<file path="src/rtl/core/clsr_pkg.sv">
package clsr_pkg;

  localparam int DEF_TABLE_ENTRIES = 32;
  localparam int WARMUP            = 8;
  localparam int PADDR_W           = 3;

  localparam logic [30:0] SEED_RESET = 31'd100000;
  localparam logic [30:0] MOD_ONE    = 31'd2147483563;
  localparam logic [30:0] MOD_TWO    = 31'd2147483399;
  localparam logic [30:0] TOP_DRAW   = 31'd2147483562;
  localparam logic [15:0] MUL_ONE    = 16'd40014;
  localparam logic [15:0] MUL_TWO    = 16'd40692;
  // 2^31 minus each modulus, used to fold the high product bits back in
  localparam logic [7:0]  FOLD_ONE   = 8'd85;
  localparam logic [7:0]  FOLD_TWO   = 8'd249;

  localparam logic [0:0]  REG_SEED   = 1'b0;

  typedef enum logic [3:0] {
    ST_IDLE,
    ST_SEED,
    ST_WARM_MUL,
    ST_WARM_RED,
    ST_STEP_MUL,
    ST_STEP_RED,
    ST_INDEX,
    ST_READ,
    ST_MIX
  } state_t;

  typedef struct packed {
    logic seed_load;
    logic warm_mul;
    logic warm_red;
    logic step_mul;
    logic step_red;
    logic index;
    logic read;
    logic mix;
  } cmd_t;

  typedef struct packed {
    logic fill_zero;
  } stat_t;

endpackage

</file>
<file path="src/rtl/core/clsr_regs.sv">
module clsr_regs import clsr_pkg::*; (
  input  logic               clk,
  input  logic               rst,
  input  logic               psel,
  input  logic               penable,
  input  logic               pwrite,
  input  logic [PADDR_W-1:0] paddr,
  input  logic [31:0]        pwdata,
  output logic [31:0]        prdata,
  output logic               pready,
  output logic [30:0]        seed
);

  logic [0:0] reg_sel;

  assign reg_sel = paddr[PADDR_W-1 -: 1];
  assign pready  = 1'b1;

  always_ff @(posedge clk) begin
    if (rst) begin
      seed <= SEED_RESET;
    end else if (psel && penable && pwrite && pready && reg_sel == REG_SEED) begin
      seed <= pwdata[30:0];
    end
  end

  always_comb begin
    prdata = '0;
    unique case (reg_sel)
      REG_SEED: prdata = {1'b0, seed};
      default:  prdata = '0;
    endcase
  end

endmodule

</file>
<file path="src/rtl/core/clsr_ctrl.sv">
module clsr_ctrl import clsr_pkg::*; (
  input  logic   clk,
  input  logic   rst,
  input  logic   s_tvalid,
  input  logic   restart,
  output logic   s_tready,
  output logic   m_tvalid,
  input  logic   m_tready,
  output cmd_t   cmd,
  input  stat_t  stat
);

  state_t state;
  state_t state_next;
  logic   seeded;
  logic   out_free;

  assign out_free = !m_tvalid || m_tready;

  always_ff @(posedge clk) begin
    if (rst) begin
      state    <= ST_IDLE;
      seeded   <= 1'b0;
      m_tvalid <= 1'b0;
    end else begin
      state <= state_next;
      if (cmd.warm_red && stat.fill_zero) begin
        seeded <= 1'b1;
      end
      if (cmd.mix) begin
        m_tvalid <= 1'b1;
      end else if (m_tready) begin
        m_tvalid <= 1'b0;
      end
    end
  end

  always_comb begin
    state_next = state;
    unique case (state)
      ST_IDLE: begin
        if (s_tvalid) begin
          state_next = (restart || !seeded) ? ST_SEED : ST_STEP_MUL;
        end
      end
      ST_SEED:     state_next = ST_WARM_MUL;
      ST_WARM_MUL: state_next = ST_WARM_RED;
      ST_WARM_RED: state_next = stat.fill_zero ? ST_STEP_MUL : ST_WARM_MUL;
      ST_STEP_MUL: state_next = ST_STEP_RED;
      ST_STEP_RED: state_next = ST_INDEX;
      ST_INDEX:    state_next = ST_READ;
      ST_READ:     state_next = ST_MIX;
      ST_MIX: begin
        if (out_free) begin
          state_next = ST_IDLE;
        end
      end
      default:     state_next = ST_IDLE;
    endcase
  end

  always_comb begin
    cmd      = '0;
    s_tready = 1'b0;
    unique case (state)
      ST_IDLE:     s_tready     = 1'b1;
      ST_SEED:     cmd.seed_load = 1'b1;
      ST_WARM_MUL: cmd.warm_mul  = 1'b1;
      ST_WARM_RED: cmd.warm_red  = 1'b1;
      ST_STEP_MUL: cmd.step_mul  = 1'b1;
      ST_STEP_RED: cmd.step_red  = 1'b1;
      ST_INDEX:    cmd.index     = 1'b1;
      ST_READ:     cmd.read      = 1'b1;
      ST_MIX:      cmd.mix       = out_free;
      default:     cmd           = '0;
    endcase
  end

endmodule

</file>
<file path="src/rtl/core/clsr_dp.sv">
module clsr_dp import clsr_pkg::*; #(
  parameter int TABLE_ENTRIES = DEF_TABLE_ENTRIES
) (
  input  logic        clk,
  input  cmd_t        cmd,
  output stat_t       stat,
  input  logic [30:0] seed,
  output logic [30:0] draw
);

  localparam int IW = (TABLE_ENTRIES > 1) ? $clog2(TABLE_ENTRIES) : 1;
  localparam int QW = $clog2(TABLE_ENTRIES + 1);
  localparam int FW = $clog2(TABLE_ENTRIES + WARMUP);
  localparam int PW = 31 + QW;
  localparam longint BucketL = 64'd1 + (64'(TOP_DRAW) / TABLE_ENTRIES);
  localparam longint RecipL  = (64'd1 << 31) / BucketL;
  localparam logic [30:0]   BUCKET   = 31'(BucketL);
  localparam logic [QW-1:0] RECIP    = QW'(RecipL);
  localparam logic [QW-1:0] ENTRIES  = QW'(TABLE_ENTRIES);
  localparam logic [IW-1:0] LAST_IDX = IW'(TABLE_ENTRIES - 1);
  localparam logic [FW-1:0] FILL_TOP = FW'(TABLE_ENTRIES + WARMUP - 1);
  localparam logic [FW-1:0] FILL_LIM = FW'(TABLE_ENTRIES);

  logic [30:0] mem [TABLE_ENTRIES];

  logic [30:0]   gen_one;
  logic [30:0]   gen_two;
  logic [30:0]   last_draw;
  logic [46:0]   prod_one;
  logic [46:0]   prod_two;
  logic [FW-1:0] fill_idx;
  logic [PW-1:0] qprod;
  logic [QW-1:0] q0;
  logic [PW-1:0] qb;
  logic [IW-1:0] idx;
  logic [30:0]   rd_data;

  logic [31:0]   fold_one;
  logic [31:0]   fold_two;
  logic [30:0]   red_one;
  logic [30:0]   red_two;
  logic [30:0]   seed_v;
  logic [PW-1:0] rem;
  logic [QW-1:0] q_fix;
  logic [IW-1:0] idx_next;
  logic [31:0]   diff;
  logic [30:0]   mix_val;
  logic          fill_wr;
  logic          mem_we;
  logic [IW-1:0] mem_addr;
  logic [30:0]   mem_wdata;

  assign seed_v   = (seed == '0) ? 31'd1 : seed;
  assign fold_one = 32'(prod_one[30:0]) + 32'(prod_one[46:31]) * 32'(FOLD_ONE);
  assign fold_two = 32'(prod_two[30:0]) + 32'(prod_two[46:31]) * 32'(FOLD_TWO);
  assign red_one  = (fold_one >= 32'(MOD_ONE)) ? 31'(fold_one - 32'(MOD_ONE))
                                               : fold_one[30:0];
  assign red_two  = (fold_two >= 32'(MOD_TWO)) ? 31'(fold_two - 32'(MOD_TWO))
                                               : fold_two[30:0];

  assign rem = PW'(last_draw) - qb;

  always_comb begin
    q_fix = (rem >= PW'(BUCKET)) ? q0 + QW'(1) : q0;
    if (q_fix >= ENTRIES) begin
      idx_next = LAST_IDX;
    end else begin
      idx_next = q_fix[IW-1:0];
    end
  end

  always_comb begin
    diff = {1'b0, rd_data} - {1'b0, gen_two};
    if (diff[31] || diff == '0) begin
      diff = diff + 32'(TOP_DRAW);
    end
    mix_val = diff[30:0];
  end

  assign fill_wr        = cmd.warm_red && (fill_idx < FILL_LIM);
  assign mem_we         = fill_wr || cmd.mix;
  assign mem_addr       = cmd.mix ? idx : fill_idx[IW-1:0];
  assign mem_wdata      = cmd.mix ? gen_one : red_one;
  assign stat.fill_zero = (fill_idx == '0);

  always_ff @(posedge clk) begin
    if (mem_we) begin
      mem[mem_addr] <= mem_wdata;
    end
    if (cmd.read) begin
      rd_data <= mem[idx];
    end
  end

  always_ff @(posedge clk) begin
    if (cmd.seed_load) begin
      gen_one  <= seed_v;
      gen_two  <= seed_v;
      fill_idx <= FILL_TOP;
    end
    if (cmd.warm_mul || cmd.step_mul) begin
      prod_one <= 47'(gen_one) * 47'(MUL_ONE);
    end
    if (cmd.step_mul) begin
      prod_two <= 47'(gen_two) * 47'(MUL_TWO);
      qprod    <= PW'(last_draw) * PW'(RECIP);
    end
    if (cmd.warm_red || cmd.step_red) begin
      gen_one <= red_one;
    end
    if (cmd.warm_red) begin
      if (fill_idx == '0) begin
        last_draw <= red_one;
      end else begin
        fill_idx <= fill_idx - FW'(1);
      end
    end
    if (cmd.step_red) begin
      gen_two <= red_two;
      q0      <= qprod[PW-1:31];
      qb      <= PW'(qprod[PW-1:31]) * PW'(BUCKET);
    end
    if (cmd.index) begin
      idx <= idx_next;
    end
    if (cmd.mix) begin
      last_draw <= mix_val;
      draw      <= mix_val;
    end
  end

endmodule

</file>
<file path="src/rtl/core/combined_lcg_shuffle_rng.sv">
// Channel   Dir  Beat fields (tdata / tuser)           Handshake
// s_*       in   tdata[0] restart                       s_tvalid & s_tready
// m_*       out  tdata[30:0] draw                       m_tvalid & m_tready
// APB       in   reg 0 at 0x0: seed [30:0]              psel & penable & pwrite
//
// A draw runs the generator step (multiply, then fold and reduce), then index,
// table read and mix; the result is registered at the mix. s_tready is high
// only in idle, so a new beat goes in only once the previous draw is mixed.
// A reseed loads the seed and runs the generator-one steps that fill the table
// before the draw; it runs on the first beat after reset.
// Reset is synchronous; the table holds no reset value and is filled by reseed.
// A result waiting on m_tready stalls only the final mix; s_tready is up again
// as soon as the result sits in the output register.
module combined_lcg_shuffle_rng import clsr_pkg::*; #(
  parameter int TABLE_ENTRIES = DEF_TABLE_ENTRIES
) (
  input  logic               clk,
  input  logic               rst,
  input  logic               psel,
  input  logic               penable,
  input  logic               pwrite,
  input  logic [PADDR_W-1:0] paddr,
  input  logic [31:0]        pwdata,
  output logic [31:0]        prdata,
  output logic               pready,
  input  logic               s_tvalid,
  output logic               s_tready,
  input  logic [7:0]         s_tdata,   // [0] restart, [7:1] zero
  output logic               m_tvalid,
  input  logic               m_tready,
  output logic [31:0]        m_tdata    // [30:0] draw, [31] zero
);

  cmd_t        cmd;
  stat_t       stat;
  logic [30:0] seed;
  logic [30:0] draw;

  clsr_regs u_regs (
    .clk     (clk),
    .rst     (rst),
    .psel    (psel),
    .penable (penable),
    .pwrite  (pwrite),
    .paddr   (paddr),
    .pwdata  (pwdata),
    .prdata  (prdata),
    .pready  (pready),
    .seed    (seed)
  );

  clsr_ctrl u_ctrl (
    .clk      (clk),
    .rst      (rst),
    .s_tvalid (s_tvalid),
    .restart  (s_tdata[0]),
    .s_tready (s_tready),
    .m_tvalid (m_tvalid),
    .m_tready (m_tready),
    .cmd      (cmd),
    .stat     (stat)
  );

  clsr_dp #(
    .TABLE_ENTRIES (TABLE_ENTRIES)
  ) u_dp (
    .clk  (clk),
    .cmd  (cmd),
    .stat (stat),
    .seed (seed),
    .draw (draw)
  );

  assign m_tdata = {1'b0, draw};

endmodule

</file>
<file path="config.mk">
export PLATFORM = sky130hd
export DESIGN_NAME = combined_lcg_shuffle_rng
export DESIGN_NICKNAME = d
export VERILOG_FILES = /design/src/rtl/core/clsr_pkg.sv /design/src/rtl/core/clsr_regs.sv /design/src/rtl/core/clsr_ctrl.sv /design/src/rtl/core/clsr_dp.sv /design/src/rtl/core/combined_lcg_shuffle_rng.sv
export SDC_FILE = /design/constraint.sdc
export NUM_CORES = 2
export LEC_CHECK = 0
export CAP_MARGIN = 15
export CORE_MARGIN = 2
export CORE_UTILIZATION = 25
export CTS_BUF_LIST = sky130_fd_sc_hd__clkbuf_4 sky130_fd_sc_hd__clkbuf_8
export DETAILED_ROUTE_END_ITERATION = 7
export DONT_BUFFER_PORTS = 1
export GPL_TIMING_DRIVEN = 0
export SLEW_MARGIN = 20
export SYNTH_ARGS = -nofsm -noshare
export SYNTH_HDL_FRONTEND = slang
export SYNTH_SLANG_ARGS = --single-unit
</file>
<file path="constraint.sdc">
create_clock -name clk -period 19.8 [get_ports clk]
set_input_delay 3.96 -clock clk [delete_from_list [all_inputs] [get_ports clk]]
set_output_delay 3.96 -clock clk [all_outputs]
set_load 0.03 [all_outputs]
</file>
==> flow_summary.json <==
{
  "synth.avg_cell_area_um2": 13.7,
  "drc": 0,
  "tightest_slew_ps": 1130,
  "worst-path-stages": 2,
  "drive_gt1_share_pct": 14.8,
  "fin_worst_skew_ps": 69.4,
  "start_util_pct": 25.1,
  "root_buffer": "clkbuf_8",
  "viasPerCell": 4.75,
  "endpoint_kind": "output port",
  "async_reset_ff_share_pct": 0,
  "finalCritPeriodShare_pct": 43.6,
  "antenna_found_initial": 14,
  "grt_pass1_wl_um": 332000,
  "worst_path_max_delay_cell": "nor2b_1",
  "place.gp.congestion": 0.922,
  "htree_levels": 4,
  "insertion_delay_ps": 980,
  "portBuffers": 0,
  "cts_buffers": 208,
  "rsz0062_at_grt": "false",
  "gr-total-overflow": 0,
  "clockBufferDepth": 3,
  "tns_ps": 0,
  "area_growth_pct": 14.5,
  "cts_hold_buf": 0,
  "setup_viol_count_final": 0,
  "ys_ff_latch": 1322,
  "worstHoldPathCells": 2,
  "max_stage_delay_ps": 530,
  "dieArea_mm2": 0.323,
  "critPathKind": "in -> out",
  "clkSlewWorstSetupHoldPaths_ps": 60,
  "cp_cell_sequence": "clkbuf_1, nor2b_1",
  "nNetsFinal": 7170,
  "path_delay_family": "simple AND/OR/NAND/NOR gates",
  "grt_max_degree": 41,
  "slew-limit-headroom_pct": 23.9,
  "timing.fmax_ghz": 0.116,
  "required_ps": 15840,
  "timing.critical_path.buf_inv": 1,
  "grt_use_total_pct": 13.7,
  "vias": 49771,
  "fin_crit_ps": 8630,
  "die_w_um": 569,
  "clkSinkCount": 1322,
  "netlist_area_mm2": 0.0797,
  "core-area_mm2": 0.318,
  "die_y_um": 569,
  "cts_resized": 0,
  "io_pins": 117,
  "worstPathMaxFanout": 10,
  "worstPathArrival_ps": 4670,
  "synth-main-ff-cell": "edfxtp_1",
  "wire_per_inst_um": 21.6,
  "grt_pass1_vias": 50723,
  "slew_violations": 0,
  "ys_warn_count": 0,
  "mostFrequentLayoutCells": "1279 x edfxtp_1, 828 x inv_1, 535 x ha_1, 463 x fa_1, 320 x nand2_1",
  "outcome": "completed",
  "synth_cell_types": 106,
  "final_common_cell": "edfxtp_1",
  "first_iter_violations": 4946,
  "cts_tree": "built",
  "yosysSeqAreaShare_pct": 49.3,
  "detail-route-antenna-nets": 0,
  "ff2ff_path_depth": 19,
  "synth-edff-count": 1279,
  "place_hpwl_um": 171000,
  "hold_viol": 0,
  "rows": 207,
  "drv_cap": 0,
  "fillers": 31851,
  "crit_path_start_kind": "input pin",
  "dr.pass1.iters": 8,
  "wirelength_um": 226000,
  "synth_cells": 5836,
  "hp-class": "reg -> reg",
  "cts_setup_buffers": 0
}
## sequential cells by signal, summed over array words and instances (netlist names), 27 cells and up
name            flops
u_dp.mem          992
u_dp.qb            27
u_dp.gen_one       31
u_dp.gen_two       31
u_dp.last_draw     30
u_dp.prod_two      45
u_dp.rd_data       31
u_dp.draw          31
u_regs.seed        31
u_dp.prod_one      46
## area by class of cell
type / instances / area (um^2) / share of cell area (%)
clock inverter: 102 / 855 / 0.937
clock buffer: 266 / 3300 / 3.62
tap: 4180 / 5230 / 5.73
antenna: 10 / 25.0 / 0.0274
sequential: 1322 / 39300 / 43.0
inverter: 829 / 3110 / 3.41
buffer: 169 / 694 / 0.761
timing repair buffer: 75 / 1580 / 1.73
multi-input combinational: 3517 / 37200 / 40.7
## metrics by stage
step,hold WS (ps),util [%],worst slack (ps),std cells,area [um^2]
2_1_floorplan,426,-,11240,5837,79700
3_3_place_gp,438,26.7,9030,10017,84900
3_5_place_dp,451,27.4,11160,10091,87000
4_1_cts,459,28.7,11160,10459,91100
5_1_grt,493,28.7,10870,10460,91200
6_report,458,28.7,11170,10470,91200
## final timing paths
| check | startpoint | endpoint | slack (ps) |
|---|---|---|---|
| setup / recovery | paddr[2] | prdata[25] | 11170 |
| setup reg to reg | u_dp.prod_one[32] | u_dp.mem[22][6] | 11230 |
| hold reg to reg | u_ctrl.seeded | u_ctrl.seeded | 460 |
| hold / removal | u_ctrl.seeded | u_ctrl.seeded | 460 |
## synth_stat cells, types with 11 or more instances
master / instances / area share, %
a21oi_1: 212 / 1.3
nor4_1: 30 / 0.24
ha_1: 535 / 8.4
nand4_1: 26 / 0.20
and2_1: 18 / 0.14
nand2b_1: 39 / 0.31
o2111ai_1: 14 / 0.15
mux2_2: 48 / 0.68
nor2_1: 234 / 1.1
mux4_2: 310 / 8.8
o21ai_0: 167 / 1.0
or2_2: 27 / 0.21
nand3_1: 64 / 0.40
buf_1: 23 / 0.11
a211oi_1: 41 / 0.39
fa_1: 463 / 12
inv_1: 829 / 3.9
a2111oi_0: 12 / 0.13
nor3_1: 76 / 0.48
nand3b_1: 19 / 0.18
nor2b_1: 50 / 0.39
or3_1: 27 / 0.21
edfxtp_1: 1279 / 48
a21o_1: 95 / 0.89
dfxtp_1: 43 / 1.1
a31oi_1: 42 / 0.33
nor3b_1: 13 / 0.12
o211ai_1: 13 / 0.12
o21a_1: 24 / 0.23
xor2_1: 84 / 0.92
and3_1: 43 / 0.34
o31ai_1: 30 / 0.28
clkbuf_1: 132 / 0.62
and4_1: 12 / 0.13
a31o_2: 11 / 0.12
o21ai_1: 19 / 0.12
mux2i_1: 11 / 0.14
o211a_1: 11 / 0.14
nand2_1: 326 / 1.5
xnor2_1: 130 / 1.4
o21bai_1: 32 / 0.30
a211o_1: 15 / 0.16
## worst min-delay path, cell delays in order, from the launching register on
cell     delay [ps]
dfxtp_1         310
inv_1            50
a21oi_1          50
## kinds of logic (layout without fill, tap and decap cells)
| family | count (synthesis) | after routing | synth area share, % |
|---|---|---|---|
| AO/OA/AOI/OAI | 877 | 877 | 7.40 |
| XOR/XNOR | 214 | 214 | 2.35 |
| buffers and inverters | 998 | 1441 | 4.75 |
| flip-flops | 1322 | 1322 | 49.3 |
| other | 2 | 13 | 0.00942 |
| AND/OR/NAND/NOR | 1056 | 1056 | 6.61 |
| multiplexers | 369 | 369 | 9.58 |
| adder cells (fa/ha/maj) | 998 | 998 | 20.0 |
## routing by layer
layer  track usage [%]  vias to the layer above  wire length (um)
li1                  -                    21998                 -
met1              18.3                    25542             96000
met2              22.5                     1897            107000
met3              2.42                      332             16500
met4              4.18                        2              6550
met5             0.253                        -               117
Power is not shown: default switching activity piles up to over one toggle a cycle in this logic, so the estimate is an artifact.
